[config.mk]
export PLATFORM = sky130hd
export DESIGN_NAME = eztp_cordic_cell
export DESIGN_NICKNAME = d
export VERILOG_FILES = /design/src/hw/rtl/assert_macros.svh /design/src/hw/rtl/eztp_pkg.sv /design/src/hw/rtl/eztp_cordic_cell.sv
export SDC_FILE = /design/constraint.sdc
export NUM_CORES = 1
export LEC_CHECK = 0
export BUFFER_PORTS_ARGS = -buffer_cell sky130_fd_sc_hd__clkbuf_2
export CORE_MARGIN = 10
export CORE_UTILIZATION = 50
export CTS_CLUSTER_DIAMETER = 120
export CTS_CLUSTER_SIZE = 28
export DETAILED_ROUTE_END_ITERATION = 8
export GPL_TIMING_DRIVEN = 0
export PLACE_DENSITY_LB_ADDON = 0.15
export SYNTH_ARGS = -nofsm -noshare
export SYNTH_HDL_FRONTEND = slang
export SYNTH_SLANG_ARGS = --single-unit
[constraint.sdc]
create_clock -name clk -period 5.2 [get_ports clk]
set_input_delay 0.52 -clock clk [delete_from_list [all_inputs] [get_ports clk]]
set_output_delay 0.52 -clock clk [all_outputs]
set_load 0.03 [all_outputs]
[src/hw/rtl/assert_macros.svh]
// Assertion helpers shared by the RTL; all are sampled on clk and off in reset.
`ifndef ASSERT_MACROS_SVH
`define ASSERT_MACROS_SVH

// a implies b in the same cycle
`define ASSERT_IMPLIES(lbl, a, b) \
    lbl: assert property (@(posedge clk) disable iff (!rst_n) (a) |-> (b)) \
        else $error("assertion failed");

// a implies b in the next cycle
`define ASSERT_NEXT(lbl, a, b) \
    lbl: assert property (@(posedge clk) disable iff (!rst_n) (a) |=> (b)) \
        else $error("assertion failed");

`endif

[src/hw/rtl/eztp_pkg.sv]
package eztp_pkg;

    localparam int ANG_W          = 34;  // Q2.30 with headroom for angles up to 4 rad
    localparam int TRIG_W         = 32;  // Q2.30 sine and cosine
    localparam int PROD_W         = 2 * TRIG_W;
    localparam int SUM_W          = PROD_W + 2;
    localparam int FIELD_W        = 16;
    localparam int ATAN_ENTRIES   = 24;
    localparam int CORDIC_STEPS_DEF = 16;

    localparam logic signed [ANG_W-1:0] Q30_PI      = 34'sd3373259426;
    localparam logic signed [ANG_W-1:0] Q30_HALF_PI = 34'sd1686629713;
    localparam logic signed [ANG_W-1:0] Q30_GAIN    = 34'sd652032874;
    localparam logic signed [19:0]      Q14_POS     = 20'sd16384;
    localparam logic signed [19:0]      Q14_NEG     = -20'sd16384;

    typedef struct packed {
        logic signed [ANG_W-1:0] x;
        logic signed [ANG_W-1:0] y;
        logic signed [ANG_W-1:0] z;
        logic                    flip;
    } eztp_cell_t;

    typedef struct packed {
        logic [FIELD_W-1:0] x;
        logic [FIELD_W-1:0] y;
        logic [FIELD_W-1:0] z;
    } eztp_pos_t;

    function automatic logic signed [ANG_W-1:0] atan_q30(input int i);
        logic signed [ANG_W-1:0] a;
        case (i)
            0:  a = 34'sh03243F6A8;
            1:  a = 34'sh01DAC6705;
            2:  a = 34'sh00FADBAFC;
            3:  a = 34'sh007F56EA6;
            4:  a = 34'sh003FEAB76;
            5:  a = 34'sh001FFD55B;
            6:  a = 34'sh000FFFAAA;
            7:  a = 34'sh0007FFF55;
            8:  a = 34'sh0003FFFEA;
            9:  a = 34'sh0001FFFFD;
            10: a = 34'sh0000FFFFF;
            11: a = 34'sh00007FFFF;
            12: a = 34'sh00003FFFF;
            13: a = 34'sh00001FFFF;
            14: a = 34'sh00000FFFF;
            15: a = 34'sh000007FFF;
            16: a = 34'sh000003FFF;
            17: a = 34'sh000001FFF;
            18: a = 34'sh000000FFF;
            19: a = 34'sh0000007FF;
            20: a = 34'sh0000003FF;
            21: a = 34'sh0000001FF;
            22: a = 34'sh0000000FF;
            default: a = 34'sh00000007F;
        endcase
        return a;
    endfunction

    // Q60 sum to Q1.14: round half up, then clamp to plus or minus one
    function automatic logic [FIELD_W-1:0] to_q14(input logic signed [SUM_W-1:0] v);
        logic signed [SUM_W-1:0] t;
        logic signed [19:0]      r;
        t = v + (66'sd1 <<< 45);
        r = t[SUM_W-1:46];
        if (r > Q14_POS)
            r = Q14_POS;
        if (r < Q14_NEG)
            r = Q14_NEG;
        return r[FIELD_W-1:0];
    endfunction

endpackage

[src/hw/rtl/eztp_cordic_cell.sv]
module eztp_cordic_cell import eztp_pkg::*; #(
    parameter int STEP = 0
) (
    input  logic       clk,
    input  logic       en,
    input  eztp_cell_t din,
    output eztp_cell_t dout
);

    localparam logic signed [ANG_W-1:0] ATAN = atan_q30(STEP);

    logic signed [ANG_W-1:0] x, y, z, dx, dy;
    eztp_cell_t dout_next, dout_reg;

    always_comb
    begin
        x = din.x;
        y = din.y;
        z = din.z;
        dx = y >>> STEP;
        dy = x >>> STEP;
        dout_next.flip = din.flip;
        if (!z[ANG_W-1])
        begin
            dout_next.x = x - dx;
            dout_next.y = y + dy;
            dout_next.z = z - ATAN;
        end
        else
        begin
            dout_next.x = x + dx;
            dout_next.y = y - dy;
            dout_next.z = z + ATAN;
        end
    end

    always_ff @(posedge clk)
    begin
        if (en)
            dout_reg <= dout_next;
    end

    assign dout = dout_reg;

endmodule

==> results of run 1 <==
-- worst paths after layout --
path | startpoint | end | slack [ns]
min | din[2] | dout[2] | 0.32
max | din[34] | dout[30] | 0.67
-- Yosys cell counts (9+ instances only) --
master and count:
nand2b_1 12, nor4_1 9, a211oi_1 21, or3_1 9
edfxtp_1 102, o31ai_1 17, a31oi_1 9, o211ai_1 17
ha_1 128, xnor2_1 68, nand4_1 18, nor3_1 22
a21o_1 38, a21oi_1 127, o21ai_0 71, nor2b_1 17
mux2i_1 18, inv_1 113, o21bai_1 19, xor2_1 15
buf_2 18, clkbuf_1 22, nand2_1 56, nand3_1 25
buf_1 9, and3_1 9, nor2_1 99, o21a_1 19
-- through the flow --
stage	total power, mW	worst slack (ns)	cell area, um2	hold WS (ns)
floorplan	2.15	1.44	10600	0.619
global placement	2.60	0.330	11900	0.698
detailed placement	2.61	0.341	12000	0.699
CTS	3.38	0.735	12300	0.315
global route	3.56	0.280	12300	0.325
finish	3.39	0.665	12300	0.323
-- area by class of cell --
type,count,area (um2),area share (%)
buffer,52,233,1.89
timing repair buffer,208,1070,8.68
clock inverter,5,88.8,0.723
clock buffer,11,233,1.89
sequential,102,3060,24.9
multi-input combinational,950,6830,55.6
inverter,115,432,3.51
tap,275,344,2.80
-- worst max-delay path, delay by kind of cell --
family	cells	cell delay, ns
simple gates	3	0.50
compound gates	5	1.56
buf+inv	4	1.49
fa+ha+maj	1	0.55
-- cells by family (layout without fill, tap and decap cells) --
| group | after synthesis | in the layout | share of synthesized area, % |
|---|---|---|---|
| DFF | 102 | 102 | 29.0 |
| and+or+nand+nor | 300 | 300 | 13.9 |
| muxes | 18 | 18 | 1.71 |
| buffers and inverters | 167 | 391 | 6.30 |
| AOI/OAI and AO/OA | 417 | 417 | 26.2 |
| adders and majority gates | 132 | 132 | 15.9 |
| xor gates and xnor gates | 83 | 83 | 6.89 |
-- metal layers --
layer	track usage [%]	up-vias
met3	3.59	70
li1	-	4903
met5	0	-
met2	40.7	498
met1	34.2	4880
met4	9.26	0
-- power breakdown --
group / switching, mW / leakage [nW] / internal (mW)
Combinational: 0.999 / 4.40 / 0.487
Clock: 0.349 / 0.157 / 0.431
Sequential: 0.0379 / 0.998 / 1.09
Total: 1.39 / 5.56 / 2.00
==> results.cfg, run 1 <==
[outcome]
status = complete, no violations

[final_layout]
drive_above_1_share_pct = 18.6
fillCellCount = 1989
largest_reg_flops = 102
n_antenna_cell = 0
final_util_pct = 58.8
layout_commonest_cell = clkbuf_2
area_growth_pct = 16.4
mostFrequentLayoutCells = 206 x clkbuf_2, 128 x ha_1, 127 x a21oi_1
final_nets = 1675
fin_cells = 1718

[routing]
drt_iter0_drc = 854
drt-pass1-iter-count = 6
drt-total-wl_um = 36000
drt-vias-per-instance = 6.03
routed-via-count = 10400
route.detailed.drc = 0
route.met3.wl_um = 3050
top_layer = met4
ant_nets = 0
met2_wirelength_um = 16200
wl_per_cell_um = 21.0
met1Wirelength_um = 15700

[pwr]
cellPowerDensity_nw_per_um2 = 276
leakage_nw = 5.56
peakVddDrop_mv = 0.168

[grt]
grt-ovfl-total = 0
grt_max_degree = 59
antenna_found_initial = 0
grt_pass1_wl_um = 54400
track_usage_pct = 25.4
grt_pass1_vias = 9975

[synthesis]
syn_inst = 1219
yosys-top-cells-area = edfxtp_1 29%, ha_1 15%, a21oi_1 6.0%, xnor2_1 5.6%, inv_1 4.0%
ys_ff_latch = 102
seq_area_frac_synth_pct = 29.0
syn_nets = 1456
yosysTopAreaCellShare_pct = 29.0
ys.flop_type = edfxtp_1
synth_cell_types = 77
synth_area_um2 = 10600
synth.avg_cell_area_um2 = 8.66
synth_edf_count = 102
synth_top_cell_by_area = edfxtp_1
synthArstFlopShare_pct = 0
ys_warn_count = 0

[timing]
fmax_mhz = 221
rsz0062_at_grt = false
min_period_ns = 4.53
worst_pin_slew_ns = 1.14
relSlewSlack_pct = 22.2
finalSetupTns_ns = 0
drv_slew = 0
finalCritPeriodShare_pct = 87.2
setup_viol = 0
hold_violations = 0

[clocking]
cts_max_path_buffers = 2
root_buffer = clkbuf_16
hold_buffers = 0
cts_max_level = 3
cts_tree = yes
cts.sinks = 102
cts_setup_buffers = 0
cts_buffers = 9
post_cts_resized = 0
clkTransAtPathRegs_ns = 0.08

[critical_path]
cp_cell_sequence = clkbuf_2, clkbuf_1, clkinv_1, buf_2, fa_1, a211oi_2, nor2_1, o31a_1, a211o_1, a311o_1, a21oi_4, nor3_1, or3b_1
max_stage_delay_ns = 0.55
crit_arrival_ns = 4.66
required_ns = 5.32
crit_fanout = 25
cp-end-kind = flip-flop
cp_slowest_cell = fa_1
worstSetupStartpointType = primary input
path_class = primary input to flip-flop

[floorplanning]
core_area_um2 = 20900
pin_count = 208
rows = 53
die_w_um = 165
die_y_um = 165
floorplan.initialDensity_pct = 50.5
die_area_um2 = 27300

[place]
gp_congestion = 1.00
post-dp-hpwl_um = 29000
placed_cells = 1702
portBuffers = 207

[run]
cap_violations = 0

[worst_hold_path]
hp-class = primary input to flip-flop
holdPathStages = 1
Note: power is estimated with default switching activity, not from simulation.
==> inputs of run 2 (changes only) <==
--- a/config.mk
+++ b/config.mk
@@ -13,6 +13,8 @@
 export DETAILED_ROUTE_END_ITERATION = 8
 export GPL_TIMING_DRIVEN = 0
 export PLACE_DENSITY_LB_ADDON = 0.15
+export RECOVER_POWER = 100
+export SKIP_CTS_REPAIR_TIMING = 1
 export SYNTH_ARGS = -nofsm -noshare
 export SYNTH_HDL_FRONTEND = slang
 export SYNTH_SLANG_ARGS = --single-unit
==> run 2 against run 1 <==
  * The flow now finishes with violations (capacitance limit, slew limit)
  * Via count is 0.63% lower
  * Critical path depth stayed put
  * Sequential power hardly changed
  * Worst setup slack worse by 0.19 ns
  * Cell count stayed put
  * Routed wire length hardly changed
  * Combinational power is 3% lower
  * Sequential share of layout area is 0.47 points higher
  * First-iteration DRC count is 6.8% higher
  * Clock power hardly changed
  * Fmax is 4.0% lower
  * Highest routed layer unchanged
==> results.cfg, run 2 (synthesized netlist as in run 1, its figures left out) <==
[grt]
grt_pass1_vias = 9975
grt-ovfl-total = 0
grt_pass1_wl_um = 54400
antenna_found_initial = 0
grt_max_degree = 59
track_usage_pct = 25.4

[final_layout]
drive_above_1_share_pct = 10.4
fillCellCount = 2054
layout_commonest_cell = clkbuf_1
n_antenna_cell = 0
largest_reg_flops = 102
mostFrequentLayoutCells = 139 x clkbuf_1, 128 x a21oi_1, 128 x ha_1
final_nets = 1675
stdcell_area_um2 = 12100
area_growth_pct = 14.3

[clocking]
root_buffer = clkbuf_16
cts_max_level = 3
cts.sinks = 102
cts_tree = yes
clkTransAtPathRegs_ns = 0.08
cts_max_path_buffers = 2
cts_buffers = 9

[routing]
top_layer = met4
ant_nets = 0
met1Wirelength_um = 15700
drt-total-wl_um = 36100
routed-via-count = 10300
route.met3.wl_um = 3180
drt-vias-per-instance = 5.99
route.detailed.drc = 0
wl_per_cell_um = 21.0
met2_wirelength_um = 16200
drt-pass1-iter-count = 6
drt_iter0_drc = 912

[critical_path]
required_ns = 5.32
worstSetupStartpointType = primary input
crit_arrival_ns = 4.84
crit_fanout = 25
max_stage_delay_ns = 0.53
path_class = primary input to flip-flop
cp-end-kind = flip-flop
path_delay_family = compound AO/OA/AOI/OAI gates
cp_slowest_cell = fa_1
cp_cell_sequence = clkbuf_2, clkbuf_1, clkinv_1, buf_2, fa_1, a211oi_1, nor2_1, o31a_1, a211o_1, a311o_1, a21oi_1, nor3_1, or3b_1
path_buf_inv = 4

[worst_hold_path]
hp-class = primary input to flip-flop

[floorplanning]
rows = 53
die_w_um = 165
die_y_um = 165
pin_count = 208
die_area_um2 = 27300
floorplan.initialDensity_pct = 50.5
core_area_um2 = 20900

[timing]
min_period_ns = 4.72
finalCritPeriodShare_pct = 90.8
finalSetupTns_ns = 0
relSlewSlack_pct = -76.4
setup_viol = 0
hold_violations = 0
rsz0062_at_grt = false
drv_slew = 46
worst_pin_slew_ns = 2.65
fmax_mhz = 212

[pwr]
switching_share_pct = 41.3
p_seq_share_pct = 33.6
p_int_mw = 1.96
leakage_nw = 5.20
p_switching_mw = 1.38
cellPowerDensity_nw_per_um2 = 278
clock_power_share_pct = 23.3
pwr-share-comb_pct = 43.0
peakVddDrop_mv = 0.171

[place]
post-dp-hpwl_um = 29000
dpl-instance-area_um2 = 12000
portBuffers = 207
gp_congestion = 1.00

[run]
cap_violations = 1

[outcome]
status = complete, but fails checks
violations = capacitance limit, slew limit
run 2: power groups by stage:
stage                     combinational, mW  clock, mW  sequential, mW
after detailed placement               1.46          0            1.14
after global placement                 1.45          0            1.14
after global routing                   1.56      0.820            1.14
after floorplan                       0.729          0            1.42
after CTS                              1.47      0.789            1.13
final                                  1.44      0.781            1.13
run 2: final timing paths:
| check | startpoint | endpoint | slack (ns) | cells past startpoint |
|---|---|---|---|---|
| worst max-delay path | din[34] | dout[30] | 0.48 | 13 |
| worst min-delay path | din[2] | dout[2] | 0.32 | 1 |
run 2: routing by layer:
layer,global-route usage (%),vias to the layer above
met5,0,-
met4,9.26,0
met3,3.59,62
met2,40.7,472
met1,34.2,4860
li1,-,4892
run 2: stage by stage:
stage	hold WS (ns)	util (%)	std cells	total power, mW	setup WS [ns]
final	0.324	57.7	1718	3.35	0.476
after floorplan	0.619	-	1219	2.15	1.44
after global routing	0.325	57.7	1718	3.52	0.217
after global placement	0.698	57.1	1701	2.60	0.330
after detailed placement	0.699	57.3	1702	2.61	0.341
after CTS	0.315	58.8	1718	3.38	0.735
run 2: final cells by class:
| class | instances | area (um2) | share of cell area (%) |
|---|---|---|---|
| Buffer | 52 | 220 | 1.83 |
| Clock buffer | 11 | 233 | 1.93 |
| Clock inverter | 5 | 88.8 | 0.737 |
| Inverter | 115 | 432 | 3.58 |
| Multi-Input combinational cell | 950 | 6770 | 56.2 |
| Sequential cell | 102 | 3060 | 25.4 |
| Tap cell | 275 | 344 | 2.85 |
| Timing Repair Buffer | 208 | 906 | 7.51 |
==> inputs of run 3 (changes only) <==
--- a/config.mk
+++ b/config.mk
@@ -5,6 +5,7 @@
 export SDC_FILE = /design/constraint.sdc
 export NUM_CORES = 1
 export LEC_CHECK = 0
+export ABC_AREA = 1
 export BUFFER_PORTS_ARGS = -buffer_cell sky130_fd_sc_hd__clkbuf_2
 export CORE_MARGIN = 10
 export CORE_UTILIZATION = 50
==> run 3 against run 2 <==
  * The flow still finishes with violations (capacitance limit, slew limit)
  * Critical endpoint is now dout[33]
  * Routed wire length rose by 21%
  * Total power grew 0.35%
  * Core utilization decreased by 0.36 points
  * Global-route usage increased by 2.4 points
  * Sequential share of layout area fell by 2.6 points
  * Worst setup slack better by 0.73 ns
  * Final area is 11% higher
  * First-iteration DRC count rose by 41%
  * Critical path depth up 1
  * Sequential power hardly changed
  * Sequential cell count unchanged
  * Clock-buffer cell count shrank 2
==> results.cfg, run 3 <==
[routing]
drt-pass1-iter-count = 6
drt_iter0_drc = 1282
routed-via-count = 13000
drt-vias-per-instance = 5.59
wl_per_cell_um = 18.8
drt-total-wl_um = 43800
ant_nets = 0
route.detailed.drc = 0

[outcome]
status = complete, but fails checks
violations = capacitance limit, slew limit

[synthesis]
synth_compound_area_share_pct = 15.8
syn_inst = 1783
synthMuxAreaShare_pct = 0.169
synth.avg_cell_area_um2 = 6.64
yosys-top-cells-area = edfxtp_1 26%, nand2_1 15%, ha_1 14%, inv_1 7.1%, a21oi_1 6.7%
synth_xor_xnor_area_share_pct = 3.62
synthArstFlopShare_pct = 0
yosysTopAreaCellShare_pct = 25.9
synth_most_common_cell = nand2_1
synth_top_cell_by_area = edfxtp_1
synth_top_family_by_area = simple AND/OR/NAND/NOR gates
synth_edf_count = 102
seq_area_frac_synth_pct = 25.9
ys.flop_type = edfxtp_1
synth_cell_types = 41
synth_area_um2 = 11800
ys_ff_latch = 102
synthAdderAreaFrac_pct = 14.2
syn_nets = 2020
synthSimpleGateAreaFrac_pct = 30.7
yosys-top-cells-count = 488 x nand2_1, 225 x inv_1, 176 x nor2_1
ys_warn_count = 0

[clocking]
clkTransAtPathRegs_ns = 0.08
cts_max_level = 3
cts_buffers = 9
cts_tree = yes
cts_max_path_buffers = 2
root_buffer = clkbuf_16
cts.sinks = 102

[final_layout]
mostFrequentLayoutCells = 488 x nand2_1, 226 x inv_1, 178 x nor2_1
layout_commonest_cell = nand2_1
stdcell_area_um2 = 13400
n_antenna_cell = 0
fillCellCount = 2438
final_nets = 2239
drive_above_1_share_pct = 8.37
area_growth_pct = 13.3
largest_reg_flops = 102

[grt]
use_met2_pct = 46.9
use_met1_pct = 36.3
grt_pass1_vias = 12600
grt_max_degree = 71
top_usage_layer = met2
antenna_found_initial = 0
grtUsageMet3_pct = 3.97
grt_pass1_wl_um = 67600
grt-ovfl-total = 0
track_usage_pct = 27.9

[pwr]
clock_power_share_pct = 21.4
p_seq_share_pct = 32.7
cellPowerDensity_nw_per_um2 = 250
switching_share_pct = 45.5
peakVddDrop_mv = 0.136
p_switching_mw = 1.53
p_int_mw = 1.83
leakage_nw = 6.59
pwr-share-comb_pct = 45.8

[critical_path]
cp-end-kind = flip-flop
cp_slowest_cell = clkbuf_1
path_class = primary input to flip-flop
crit_fanout = 25
worstSetupStartpointType = primary input
cp_cell_sequence = clkbuf_1, clkbuf_1, inv_1, buf_2, ha_1, nand3_1, nand2_1, a21boi_0, o21ai_0, nand2_1, nand2_1, nand2_1, nand3_1, nand2_1
crit_path_frequent_cell = nand2_1
max_stage_delay_ns = 0.62
required_ns = 5.33
crit_arrival_ns = 4.13

[place]
dpl-instance-area_um2 = 13300
portBuffers = 207
gp_congestion = 1.00
post-dp-hpwl_um = 36400

[floorplanning]
core_area_um2 = 23400
die_area_um2 = 30200
pin_count = 208
floorplan.initialDensity_pct = 50.6
rows = 56
die_w_um = 174
die_y_um = 174

[timing]
hold_violations = 0
worst_pin_slew_ns = 1.86
finalSetupTns_ns = 0
rsz0062_at_grt = false
setup_viol = 0
drv_slew = 105
finalCritPeriodShare_pct = 76.8
fmax_mhz = 251
min_period_ns = 3.99
relSlewSlack_pct = -24.1

[worst_hold_path]
hp-start = din[0]
hp-class = primary input to flip-flop
holdPathStages = 1
hold_end = dout[0]

[run]
cap_violations = 2
run 3: critical path: cells and delay by family:
family          cells  cell delay [ns]
buf+inv             4             1.62
compound gates      2             0.80
simple gates        7             0.75
fa+ha+maj           1             0.42
run 3: power by group through the flow:
stage	combinational [mW]	clock (mW)	sequential [mW]
2_1_floorplan	0.800	0	1.36
3_3_place_gp	1.52	0	1.12
3_5_place_dp	1.54	0	1.12
4_1_cts	1.55	0.731	1.10
5_1_grt	1.68	0.748	1.11
6_report	1.54	0.719	1.10
run 3: how the worst max path moves through the flow:
stage                to     from
2_1_floorplan  dout[31]  din[34]
3_5_place_dp   dout[31]  din[34]
4_1_cts        dout[31]  din[34]
5_1_grt        dout[33]  din[34]
6_report       dout[33]  din[34]
3_3_place_gp   dout[31]  din[34]
run 3: logic make-up after synthesis:
group | count (synthesis)
simple gates | 881
compound gates | 340
buf+inv | 277
fa+ha+maj | 132
flops | 102
xor+xnor | 49
mux | 2
run 3: stage by stage:
stage / worst slack [ns] / hold WS, ns / instances / util, % / power, mW
2_1_floorplan: 2.66 / 0.619 / 1783 / - / 2.16
3_3_place_gp: 1.50 / 0.698 / 2309 / 56.7 / 2.64
3_5_place_dp: 1.42 / 0.699 / 2310 / 56.9 / 2.66
4_1_cts: 1.82 / 0.312 / 2326 / 58.1 / 3.38
5_1_grt: 0.961 / 0.313 / 2326 / 57.4 / 3.54
6_report: 1.21 / 0.319 / 2326 / 57.4 / 3.36
run 3: cell type report:
cell class              count  area (um2)  share of cell area [%]
plain buffers              43         246                    1.84
clock buffers               9         225                    1.68
clock inverters             7        73.8                   0.550
inverters                 234         878                    6.54
multi-input cells        1404        7630                    56.9
flip-flops and latches    102        3060                    22.8
well taps                 319         399                    2.97
repair buffers            208         906                    6.75
run 3: layer usage:
metal / vias up / share of wire (%)
met3: 75 / 7.7
met4: 0 / 2.5
met5: - / 0
met1: 5997 / 44
li1: 6330 / -
met2: 602 / 46
